==> config.mk <==
export PLATFORM = sky130hd
export DESIGN_NAME = range_limited_free_list_allocator_top
export DESIGN_NICKNAME = d
export VERILOG_FILES = /design/src/sv/rlfl_pkg.sv /design/src/sv/rlfl_ram.sv /design/src/sv/rlfl_ctrl.sv /design/src/sv/rlfl_dp.sv /design/src/sv/range_limited_free_list_allocator_top.sv
export SDC_FILE = /design/constraint.sdc
export NUM_CORES = 2
export LEC_CHECK = 0
export BUFFER_PORTS_ARGS = -buffer_cell sky130_fd_sc_hd__buf_2
export CAP_MARGIN = 10
export CORE_ASPECT_RATIO = 1.2
export CORE_MARGIN = 1.5
export CORE_UTILIZATION = 70
export CTS_BUF_LIST = sky130_fd_sc_hd__clkbuf_4
export DETAILED_ROUTE_END_ITERATION = 7
export PLACE_DENSITY = 0.94
export SETUP_SLACK_MARGIN = 0.4
export SYNTH_ARGS = -nofsm -noshare
export SYNTH_HDL_FRONTEND = slang
export SYNTH_HIERARCHICAL = 1
export SYNTH_SLANG_ARGS = --single-unit
==> constraint.sdc <==
create_clock -name i_clk -period 24.9 [get_ports i_clk]
set_clock_uncertainty 0.15 [all_clocks]
set_input_delay 7.47 -clock i_clk [delete_from_list [all_inputs] [get_ports i_clk]]
set_output_delay 7.47 -clock i_clk [all_outputs]
set_load 0.05 [all_outputs]
==> src/sv/rlfl_pkg.sv <==
package rlfl_pkg;

    localparam int LinkW = 8;
    localparam int PtrW  = 7;
    localparam int CntW  = 7;
    localparam int KeyW  = 4;
    localparam int StW   = 2;

    localparam logic [KeyW-1:0] MaxKeyWidth = 4'd8;

    localparam logic [StW-1:0] ST_OK      = 2'd0;
    localparam logic [StW-1:0] ST_FULL    = 2'd1;
    localparam logic [StW-1:0] ST_RANGE   = 2'd2;
    localparam logic [StW-1:0] ST_BADFREE = 2'd3;

    typedef struct packed {
        logic            req_type;
        logic [KeyW-1:0] key_width;
        logic [PtrW-1:0] slot_ptr;
    } t_req;

    typedef struct packed {
        logic [PtrW-1:0] granted_ptr;
        logic [StW-1:0]  status;
        logic [CntW-1:0] used_count;
    } t_rsp;

    typedef struct packed {
        logic           load;
        logic           rd_head;
        logic           walk_step;
        logic           found;
        logic           pop_done;
        logic           unlink_done;
        logic           do_free;
        logic           fail;
        logic [StW-1:0] fail_code;
    } t_cmd;

    typedef struct packed {
        logic is_free;
        logic free_ok;
        logic full;
        logic head_ok;
        logic pop_direct;
        logic link_hit;
        logic link_bad;
    } t_sts;

    function automatic logic ptr_ok(logic [LinkW-1:0] p, logic [LinkW-1:0] n);
        return (p != '0) && (p <= n);
    endfunction

endpackage

==> src/sv/rlfl_ram.sv <==
module rlfl_ram #(
    parameter int WIDTH = 8,
    parameter int DEPTH = 127
) (
    input  logic                     i_clk,
    input  logic                     i_we,
    input  logic [$clog2(DEPTH)-1:0] i_waddr,
    input  logic [WIDTH-1:0]         i_wdata,
    input  logic                     i_re,
    input  logic [$clog2(DEPTH)-1:0] i_raddr,
    output logic [WIDTH-1:0]         o_rdata
);

    logic [WIDTH-1:0] r_mem [DEPTH];
    logic [WIDTH-1:0] r_rdata;

    always_ff @(posedge i_clk) begin
        if (i_we) begin
            r_mem[i_waddr] <= i_wdata;
        end
        if (i_re) begin
            r_rdata <= r_mem[i_raddr];
        end
    end

    assign o_rdata = r_rdata;

endmodule

==> src/sv/rlfl_ctrl.sv <==
module rlfl_ctrl (
    input  logic          i_clk,
    input  logic          i_rst_n,
    input  logic          i_in_valid,
    output logic          o_in_ready,
    output logic          o_out_valid,
    input  logic          i_out_ready,
    output rlfl_pkg::t_cmd o_cmd,
    input  rlfl_pkg::t_sts i_sts
);

    localparam logic [2:0] S_IDLE   = 3'd0;
    localparam logic [2:0] S_DECIDE = 3'd1;
    localparam logic [2:0] S_POP    = 3'd2;
    localparam logic [2:0] S_WALK   = 3'd3;
    localparam logic [2:0] S_UNLINK = 3'd4;

    logic [2:0]     r_state, n_state;
    logic           r_out_valid, n_out_valid;
    rlfl_pkg::t_cmd cmd;

    assign o_in_ready  = (r_state == S_IDLE) && (!r_out_valid || i_out_ready);
    assign o_out_valid = r_out_valid;
    assign o_cmd       = cmd;

    always_comb begin
        n_state     = r_state;
        n_out_valid = r_out_valid;
        cmd         = '0;
        if (r_out_valid && i_out_ready) begin
            n_out_valid = 1'b0;
        end
        unique case (r_state)
            S_IDLE: begin
                if (i_in_valid && o_in_ready) begin
                    cmd.load = 1'b1;
                    n_state  = S_DECIDE;
                end
            end
            S_DECIDE: begin
                if (i_sts.is_free) begin
                    if (i_sts.free_ok) begin
                        cmd.do_free = 1'b1;
                    end else begin
                        cmd.fail      = 1'b1;
                        cmd.fail_code = rlfl_pkg::ST_BADFREE;
                    end
                    n_out_valid = 1'b1;
                    n_state     = S_IDLE;
                end else if (i_sts.full) begin
                    cmd.fail      = 1'b1;
                    cmd.fail_code = rlfl_pkg::ST_FULL;
                    n_out_valid   = 1'b1;
                    n_state       = S_IDLE;
                end else if (!i_sts.head_ok) begin
                    cmd.fail      = 1'b1;
                    cmd.fail_code = rlfl_pkg::ST_RANGE;
                    n_out_valid   = 1'b1;
                    n_state       = S_IDLE;
                end else begin
                    cmd.rd_head = 1'b1;
                    n_state     = i_sts.pop_direct ? S_POP : S_WALK;
                end
            end
            S_POP: begin
                cmd.pop_done = 1'b1;
                n_out_valid  = 1'b1;
                n_state      = S_IDLE;
            end
            S_WALK: begin
                if (i_sts.link_hit) begin
                    cmd.found = 1'b1;
                    n_state   = S_UNLINK;
                end else if (i_sts.link_bad) begin
                    cmd.fail      = 1'b1;
                    cmd.fail_code = rlfl_pkg::ST_RANGE;
                    n_out_valid   = 1'b1;
                    n_state       = S_IDLE;
                end else begin
                    cmd.walk_step = 1'b1;
                end
            end
            S_UNLINK: begin
                cmd.unlink_done = 1'b1;
                n_out_valid     = 1'b1;
                n_state         = S_IDLE;
            end
            default: begin
                n_state = S_IDLE;
            end
        endcase
    end

    always_ff @(posedge i_clk) begin
        if (!i_rst_n) begin
            r_state     <= S_IDLE;
            r_out_valid <= 1'b0;
        end else begin
            r_state     <= n_state;
            r_out_valid <= n_out_valid;
        end
    end

endmodule

==> src/sv/rlfl_dp.sv <==
module rlfl_dp #(
    parameter int BIN_SIZE = 127
) (
    input  logic           i_clk,
    input  logic           i_rst_n,
    input  rlfl_pkg::t_req i_req,
    input  rlfl_pkg::t_cmd i_cmd,
    output rlfl_pkg::t_sts o_sts,
    output rlfl_pkg::t_rsp o_rsp
);

    localparam int AW = $clog2(BIN_SIZE);
    localparam int LW = rlfl_pkg::LinkW;
    localparam int CW = rlfl_pkg::CntW;
    localparam int PW = rlfl_pkg::PtrW;

    localparam logic [LW-1:0] BinLink = LW'(BIN_SIZE);
    localparam logic [CW-1:0] BinCnt  = CW'(BIN_SIZE);

    logic [LW-1:0]       r_head;
    logic [CW-1:0]       r_count;
    logic [BIN_SIZE-1:0] r_vld;
    logic [AW-1:0]       r_rd_addr;
    logic                r_rd_vld;

    logic                r_is_free;
    logic [PW-1:0]       r_ptr;
    logic                r_nolimit;
    logic [LW-1:0]       r_thr;
    logic [LW-1:0]       r_prev;
    logic [LW-1:0]       r_cur;
    logic [CW-1:0]       r_steps;
    rlfl_pkg::t_rsp      r_rsp;

    logic [LW-1:0] ram_q;
    logic [LW-1:0] rd_link;
    logic          rd_en;
    logic [AW-1:0] rd_addr;
    logic          we;
    logic [AW-1:0] waddr;
    logic [LW-1:0] wdata;
    logic [CW-1:0] free_cnt;
    logic [2:0]    shamt;

    // unwritten entries read back as their reset link
    assign rd_link = r_rd_vld ? ram_q : (LW'(r_rd_addr) + LW'(2));

    assign rd_en   = i_cmd.rd_head | i_cmd.walk_step | i_cmd.found;
    assign rd_addr = i_cmd.rd_head ? AW'(r_head - LW'(1)) : AW'(rd_link - LW'(1));
    assign we      = i_cmd.do_free | i_cmd.unlink_done;
    assign waddr   = i_cmd.do_free ? AW'(r_ptr - PW'(1)) : AW'(r_prev - LW'(1));
    assign wdata   = i_cmd.do_free ? r_head : rd_link;

    assign free_cnt = BinCnt - r_count;

    always_comb begin
        if (i_req.key_width == '0) begin
            shamt = 3'd0;
        end else if (i_req.key_width >= rlfl_pkg::MaxKeyWidth) begin
            shamt = 3'd7;
        end else begin
            shamt = 3'(i_req.key_width - 4'd1);
        end
    end

    always_comb begin
        o_sts.is_free    = r_is_free;
        o_sts.free_ok    = rlfl_pkg::ptr_ok(LW'(r_ptr), BinLink) && (r_count != '0);
        o_sts.full       = r_count >= BinCnt;
        o_sts.head_ok    = rlfl_pkg::ptr_ok(r_head, BinLink);
        o_sts.pop_direct = r_nolimit || (r_head < r_thr);
        o_sts.link_hit   = rlfl_pkg::ptr_ok(rd_link, BinLink) && (rd_link < r_thr);
        o_sts.link_bad   = !rlfl_pkg::ptr_ok(rd_link, BinLink) || (r_steps >= free_cnt);
    end

    rlfl_ram #(
        .WIDTH(LW),
        .DEPTH(BIN_SIZE)
    ) u_link_ram (
        .i_clk  (i_clk),
        .i_we   (we),
        .i_waddr(waddr),
        .i_wdata(wdata),
        .i_re   (rd_en),
        .i_raddr(rd_addr),
        .o_rdata(ram_q)
    );

    always_ff @(posedge i_clk) begin
        if (!i_rst_n) begin
            r_head  <= LW'(1);
            r_count <= '0;
            r_vld   <= '0;
        end else begin
            if (we) begin
                r_vld[waddr] <= 1'b1;
            end
            if (i_cmd.pop_done) begin
                r_head <= rd_link;
            end else if (i_cmd.do_free) begin
                r_head <= LW'(r_ptr);
            end
            if (i_cmd.pop_done || i_cmd.unlink_done) begin
                r_count <= r_count + CW'(1);
            end else if (i_cmd.do_free) begin
                r_count <= r_count - CW'(1);
            end
        end
    end

    always_ff @(posedge i_clk) begin
        if (rd_en) begin
            r_rd_addr <= rd_addr;
            r_rd_vld  <= r_vld[rd_addr];
        end
        if (i_cmd.load) begin
            r_is_free <= i_req.req_type;
            r_ptr     <= i_req.slot_ptr;
            r_nolimit <= (i_req.key_width >= rlfl_pkg::MaxKeyWidth);
            r_thr     <= LW'(1) << shamt;
        end
        if (i_cmd.rd_head) begin
            r_prev  <= r_head;
            r_steps <= CW'(1);
        end else if (i_cmd.walk_step) begin
            r_prev  <= rd_link;
            r_steps <= r_steps + CW'(1);
        end
        if (i_cmd.found) begin
            r_cur <= rd_link;
        end
        if (i_cmd.pop_done) begin
            r_rsp.granted_ptr <= r_head[PW-1:0];
            r_rsp.status      <= rlfl_pkg::ST_OK;
            r_rsp.used_count  <= r_count + CW'(1);
        end else if (i_cmd.unlink_done) begin
            r_rsp.granted_ptr <= r_cur[PW-1:0];
            r_rsp.status      <= rlfl_pkg::ST_OK;
            r_rsp.used_count  <= r_count + CW'(1);
        end else if (i_cmd.do_free) begin
            r_rsp.granted_ptr <= '0;
            r_rsp.status      <= rlfl_pkg::ST_OK;
            r_rsp.used_count  <= r_count - CW'(1);
        end else if (i_cmd.fail) begin
            r_rsp.granted_ptr <= '0;
            r_rsp.status      <= i_cmd.fail_code;
            r_rsp.used_count  <= r_count;
        end
    end

    assign o_rsp = r_rsp;

endmodule

==> src/sv/range_limited_free_list_allocator_top.sv <==
// Slot allocator for one bin of BIN_SIZE slots, named by 1-based pointers and kept
// free on a singly linked list in a simple dual-port link RAM with registered read.
// One request is handled at a time and each gives exactly one result beat. A free,
// or any request that fails at once (full bin, bad free pointer, bad head), is settled
// in the decide state; an allocate that pops the head reads the head link and ends in
// the pop state; a range-limited allocate walks the list one link RAM read per cycle,
// bounded by the count of free slots, and then unlinks the slot that it found. The next
// request is taken once the result beat has been taken or is taken in the same cycle.
module range_limited_free_list_allocator_top #(
    parameter int BIN_SIZE = 127
) (
    input  logic           i_clk,
    input  logic           i_rst_n,
    input  logic           i_in_valid,
    output logic           o_in_ready,
    input  rlfl_pkg::t_req i_in_data,
    output logic           o_out_valid,
    input  logic           i_out_ready,
    output rlfl_pkg::t_rsp o_out_data
);

    rlfl_pkg::t_cmd cmd;
    rlfl_pkg::t_sts sts;

    rlfl_ctrl u_ctrl (
        .i_clk      (i_clk),
        .i_rst_n    (i_rst_n),
        .i_in_valid (i_in_valid),
        .o_in_ready (o_in_ready),
        .o_out_valid(o_out_valid),
        .i_out_ready(i_out_ready),
        .o_cmd      (cmd),
        .i_sts      (sts)
    );

    rlfl_dp #(
        .BIN_SIZE(BIN_SIZE)
    ) u_dp (
        .i_clk  (i_clk),
        .i_rst_n(i_rst_n),
        .i_req  (i_in_data),
        .i_cmd  (cmd),
        .o_sts  (sts),
        .o_rsp  (o_out_data)
    );

endmodule

# Word-level counts from Yosys, hierarchy flattened
# Memory sizes are Yosys's and may differ from the RTL's. A register that Yosys moved wholly into a read port is not among the register bits.
# Index checks and enable logic that the tools add are counted.
# totals
register_bits	208
ram_bits	1016
output_inout_bits	18
elab_cells	135
memories	1
# op_classes
addsub	10
order_cmp	10
eq_ne	6
shift	1
n_mux	59
bitwise_logic	4
n_reduce_logical	27
# memory_table
name	depth	width	rd	rd_clocked_by_memory_dff	write_ports	line_no	text
u_dp.u_link_ram.r_mem	127	8	1	1	1	rlfl_ram.sv:14	logic [WIDTH-1:0] r_mem [DEPTH];
# op_table
cell	n
$or 127x127->127	1
$mux 16	4
$mux 3	14
$mux 7	6
$sub 7x1->7 const B	5
$mux 8	4
$mux 1	25
$le 8x7->1 const B	2
$lt 7x8->1 const B	2
$lt 8x8->1	2
$reduce_bool 8->1	2
$add 7x1->7 const B	2
$reduce_bool 7->1	2
$pmux 3 s3	1
$add 7x2->8 const B	1
$logic_and 1x1->1	8
$shl 1x3->8 const A	1
$bmux 1 s7	1
$demux 1 s7	1
$ge 7x1->1 const B	1
$ge 7x7->1	1
$ge 7x7->1 const B	1
$sub 7x7->7 const A	1
$eq 3x2->1 const B	2
other kinds (19)	27

# Logic depth before layout (Yosys ltp)
# depth
ltp_word	13
mapped_depth	26
depth_no_buf	18

# Cells and area by module
# Netlist, hierarchy kept.
# modules_own_cells
module	instances	cells_each	area_per_inst_um2
rlfl_ram	1	1882	39880.7
rlfl_dp	1	1121	9808.2
rlfl_ctrl	1	47	361.6

# Least setup slack after synthesis
# No wires, ideal clock.
# synth_path
path_kind	input to output
startpoint	in i_out_ready
endpoint	out o_in_ready
t_arrival_ns	8.310
required_time_ns	17.280
slack_ns	8.970
stages	2
cell_sequence	or2b_2 nor2b_1
# synth_via
elab_chain_cells	2
# synth_lines
item	line_no	text
start, declared	range_limited_free_list_allocator_top.sv:18	input logic i_out_ready,
$logic_or 1x1->1	rlfl_ctrl.sv:22	assign o_in_ready = (r_state == S_IDLE) && (!r_out_valid || i_out_ready);
$logic_and 1x1->1	rlfl_ctrl.sv:22	
end, declared	range_limited_free_list_allocator_top.sv:15	output logic o_in_ready,
# No other way between the ends.

# Final worst setup path
# Ends and elaborated chain as after synthesis.

==> impl_summary.txt <==
----------------------------------------------------
[Clock tree]
  PostCTS Resize Cnt ... 0
  CTS clock-pin slew for the worst setup and hold paths ... around 60 ps
  CTS root buffer ... sky130_fd_sc_hd__clkbuf_4
  TritonCTS clock tree ... built
  Number of sinks handled by clock tree synthesis ... 1232
  Clock insertion delay at the later pin of the skew report ... approximately 1200 ps
  Post-CTS setup buffer count ... 0
  Number of buffers on the longest clock path ... 4
  H-tree level count ... 5
  Number of buffers inserted during clock tree synthesis ... ~300
  Post-CTS Hold Fix Bufs ... 0

[STA]
  Final count of pins violating max slew ... 0
  Final setup TNS ... 0 ps
  Max-slew headroom at the worst pin ... about 1.1%
  Final Hold Fails ... 0
  Portion of the clock cycle consumed by the worst path in the final layout ... 63.7%
  Fmax ... about 63 MHz
  Final min period ... roughly 16000 ps
  Crit path setup slack, layout ... 9040 ps
  Transition time of the tightest slew-check pin ... 1480 ps
  Setup repair after global routing missed its margin ... no
  Setup violations, final ... 0

[Route]
  Wire length after detailed routing ... between 100000 and 150000 µm
  Drt drc ... 30
  Post-DR vias/cell ... 7.42
  Average wire length per cell after detail routing ... ~32 µm
  Violation count after the first detailed-route iteration ... 5884
  Total number of vias ... around 33000
  Remaining antenna violation count ... 0
  Router iterations before antenna repair ... 8

[Logic synthesis]
  Dominant cells by area after synthesis ... sky130_fd_sc_hd__edfxtp_1, sky130_fd_sc_hd__mux4_2, sky130_fd_sc_hd__dfxtp_1, sky130_fd_sc_hd__nor2_1, sky130_fd_sc_hd__nor2b_1
  Top FF cell, synth ... sky130_fd_sc_hd__edfxtp_1
  Synth Warn # ... 6
  Fraction of synthesized cell area taken by the top area cell type ... between 60% and 70%
  Seq cells post-synth ... about 1200
  Number of enable flip-flop cells after synthesis ... about 1100
  Count of distinct cell types in the synthesized netlist ... 75
  Number of nets in the synthesized netlist ... between 3000 and 4000
  Area of the mapped netlist ... 50100 µm²
  Share of synthesized flip-flops with an asynchronous set or reset ... 0%
  Area leader, netlist ... sky130_fd_sc_hd__edfxtp_1
  Post-synthesis sequential area ratio ... slightly above 70%
  Synthesized instance count ... between 3000 and 4000
  Mean instance size in the synthesized netlist ... around 16 µm²

[Global route]
  Overall fraction of global-route tracks in use ... between 30% and 40%
  Maximum number of pins on one net before global-route repair ... 113
  Via count of the first global-routing pass ... approximately 32000
  Grt ovf ... 0
  Initial antenna violation count ... 13
  Global-route wire length before repair ... 204000 µm

[Place]
  Instance area at placement ... slightly above 50000 µm²
  Routability cong. ... 0.881
  Post-place setup slack ... between 9000 and 10000 ps
  Input/output buffers ... 33
  Final HPWL from detailed placement ... a little under 80000 µm

[Final layout]
  Most common cell after layout, fill and taps aside ... sky130_fd_sc_hd__edfxtp_1
  Top library cells by usage in the layout, fill and taps aside ... sky130_fd_sc_hd__edfxtp_1, sky130_fd_sc_hd__clkbuf_4, sky130_fd_sc_hd__nor2_1, sky130_fd_sc_hd__mux4_2, sky130_fd_sc_hd__nand2_1
  Cell area after layout ... ~55000 µm²
  Layout net count ... around 3300
  Area added between synthesis and finish ... 8.92%
  Final core occ ... between 70% and 80%
  Fraction of final layout cells sized beyond drive strength 1 ... between 20% and 30%

[Worst setup path]
  Peak fanout along the critical path ... 4
  Arrival time at the worst endpoint ... approximately 8200 ps
  Crit path capture type ... output pin
  Required time worst endpoint ... 17280 ps
  Reg-to-reg critical path startpoint ... u_dp/r_count[0]
  Worst setup path class ... in2out
  Worst reg-to-reg path cell count ... 21
  Sort of element at the start of the critical path ... input pin
  Capturing point of the worst reg2reg path ... u_dp/u_link_ram/o_rdata[5]
  Reg2reg setup slack ... 16550 ps

[Outcome]
  Violated checks ... DRC, capacitance limit
  Status ... finished, violations left

[Hold path]
  Startpoint of the lowest-slack hold path ... u_dp/r_vld[28]
  Hold crit path type ... reg2reg
  Count of cells along the worst hold path ... 1
  Worst Hold Path EP ... u_dp/r_vld[28]

[Power and ir drop]
  Pint ... between 0.003 and 0.004 W
  Maximum vdd drop ... just under 0.1 mV
  Power share of the combinational group ... between 30% and 40%
  Power density over the cells ... ~110 nW/µm²
  Post-route total power ... between 0.006 and 0.007 W
  Net switching power of the design ... roughly 0.0021 W
  Sw frac ... around 36%
  Leakage power of the design ... 17.8 nW
  Clock share of power ... 27.0%
  Power share of the sequential group ... between 40% and 50%

[Floorplan]
  Number of rows created at floorplan ... between 100 and 150
  Core area ... 70800 µm²
  Floorplan die area ... roughly 73000 µm²
  Count of pins on the block boundary ... 34
  Die height ... just under 300 µm
  Initial core utilization ... 70.7%
  Die width ... around 250 µm

[Run]
  Maximum capacitance violations ... 1

----------------------------------------------------
==> power by group through the flow <==
stage,Clock [W],Combinational (W),Sequential [W]
6_report,0.00162,0.00192,0.00246
5_1_grt,0.00172,0.00194,0.00246
4_1_cts,0.00162,0.00179,0.00246
3_5_place_dp,0,0.00174,0.00251
3_3_place_gp,0,0.00163,0.00250
2_1_floorplan,0,0.00115,0.00255
==> metrics by stage <==
stage / hold slack (ps) / cells
floorplan: 290 / 3050
detailed placement: 307 / 3877
global placement: 296 / 3877
finish: 320 / 4392
global route: 339 / 4381
CTS: 322 / 4370
==> kinds of logic (layout without fill, tap and decap cells) <==
logic type / count (synthesis) / count (layout) / share of synthesized area, %
DFF: 1232 / 1232 / 70.8
and+or+nand+nor: 810 / 810 / 7.73
AOI/OAI and AO/OA: 405 / 405 / 5.19
muxes: 332 / 332 / 12.9
buffers and inverters: 218 / 621 / 2.22
adders and majority gates: 28 / 28 / 0.700
xor gates and xnor gates: 25 / 25 / 0.452
other: 0 / 13 / 0
==> sequential cells by signal, summed over array words and instances, names as in the netlist, 3 cells and up <==
| signal | count |
|---|---|
| u_dp/r_ptr | 7 |
| u_dp/u_link_ram/r_mem | 1016 |
| u_dp/r_vld | 127 |
| u_dp/r_rd_addr | 7 |
| u_dp/r_count | 7 |
| u_dp/r_steps | 7 |
| u_dp/r_cur | 7 |
| u_dp/r_thr | 8 |
| u_ctrl/r_state | 3 |
| u_dp/o_rsp | 16 |
| u_dp/r_head | 8 |
| u_dp/r_prev | 7 |
| u_dp/u_link_ram/o_rdata | 8 |
==> routing by layer <==
metal	global-route usage [%]	vias up	routed length, µm
met1	46.0	15600	42300
met5	0.535	-	127
met3	12.9	1000	20200
li1	-	12500	-
met2	60.4	3577	66700
met4	28.1	8	12900
==> synthesized netlist by cell type, types with 30 or more instances <==
master                     instances
sky130_fd_sc_hd__o22ai_1          30
sky130_fd_sc_hd__nand2_1         219
sky130_fd_sc_hd__mux4_2          235
sky130_fd_sc_hd__mux2_2           41
sky130_fd_sc_hd__inv_1            42
sky130_fd_sc_hd__a22oi_1          39
sky130_fd_sc_hd__edfxtp_1       1077
sky130_fd_sc_hd__o21a_1           40
sky130_fd_sc_hd__mux2i_1          47
sky130_fd_sc_hd__buf_2            34
sky130_fd_sc_hd__nor2b_1         132
sky130_fd_sc_hd__nor2_1          240
sky130_fd_sc_hd__clkbuf_1         87
sky130_fd_sc_hd__a21oi_1         132
sky130_fd_sc_hd__dfxtp_1         155
sky130_fd_sc_hd__nand3_1          76
sky130_fd_sc_hd__o21ai_0          50
==> worst max-delay path: stages <==
cell	delay [ps]
sky130_fd_sc_hd__buf_2	100
sky130_fd_sc_hd__or2b_2	330
sky130_fd_sc_hd__nor2b_1	140
sky130_fd_sc_hd__buf_2	200
==> worst max-delay path by stage <==
stage | start | end | slack [ps]
after global routing | i_out_ready | o_in_ready | 9010
after floorplan | i_out_ready | o_in_ready | 8970
final | i_out_ready | o_in_ready | 9040
after global placement | i_out_ready | o_in_ready | 9040
after CTS | i_out_ready | o_in_ready | 9040
after detailed placement | i_out_ready | o_in_ready | 9040
==> area by class of cell <==
type	instances	area, µm²
diodes	13	32.5
clock buffers	437	3280
clock inverters	56	244
fillers	3326	16300
inverters	46	181
multi-input cells	1600	13600
flip-flops and latches	1232	35400
well taps	926	1160
repair buffers	82	558
(Power assumes the default switching activity.)
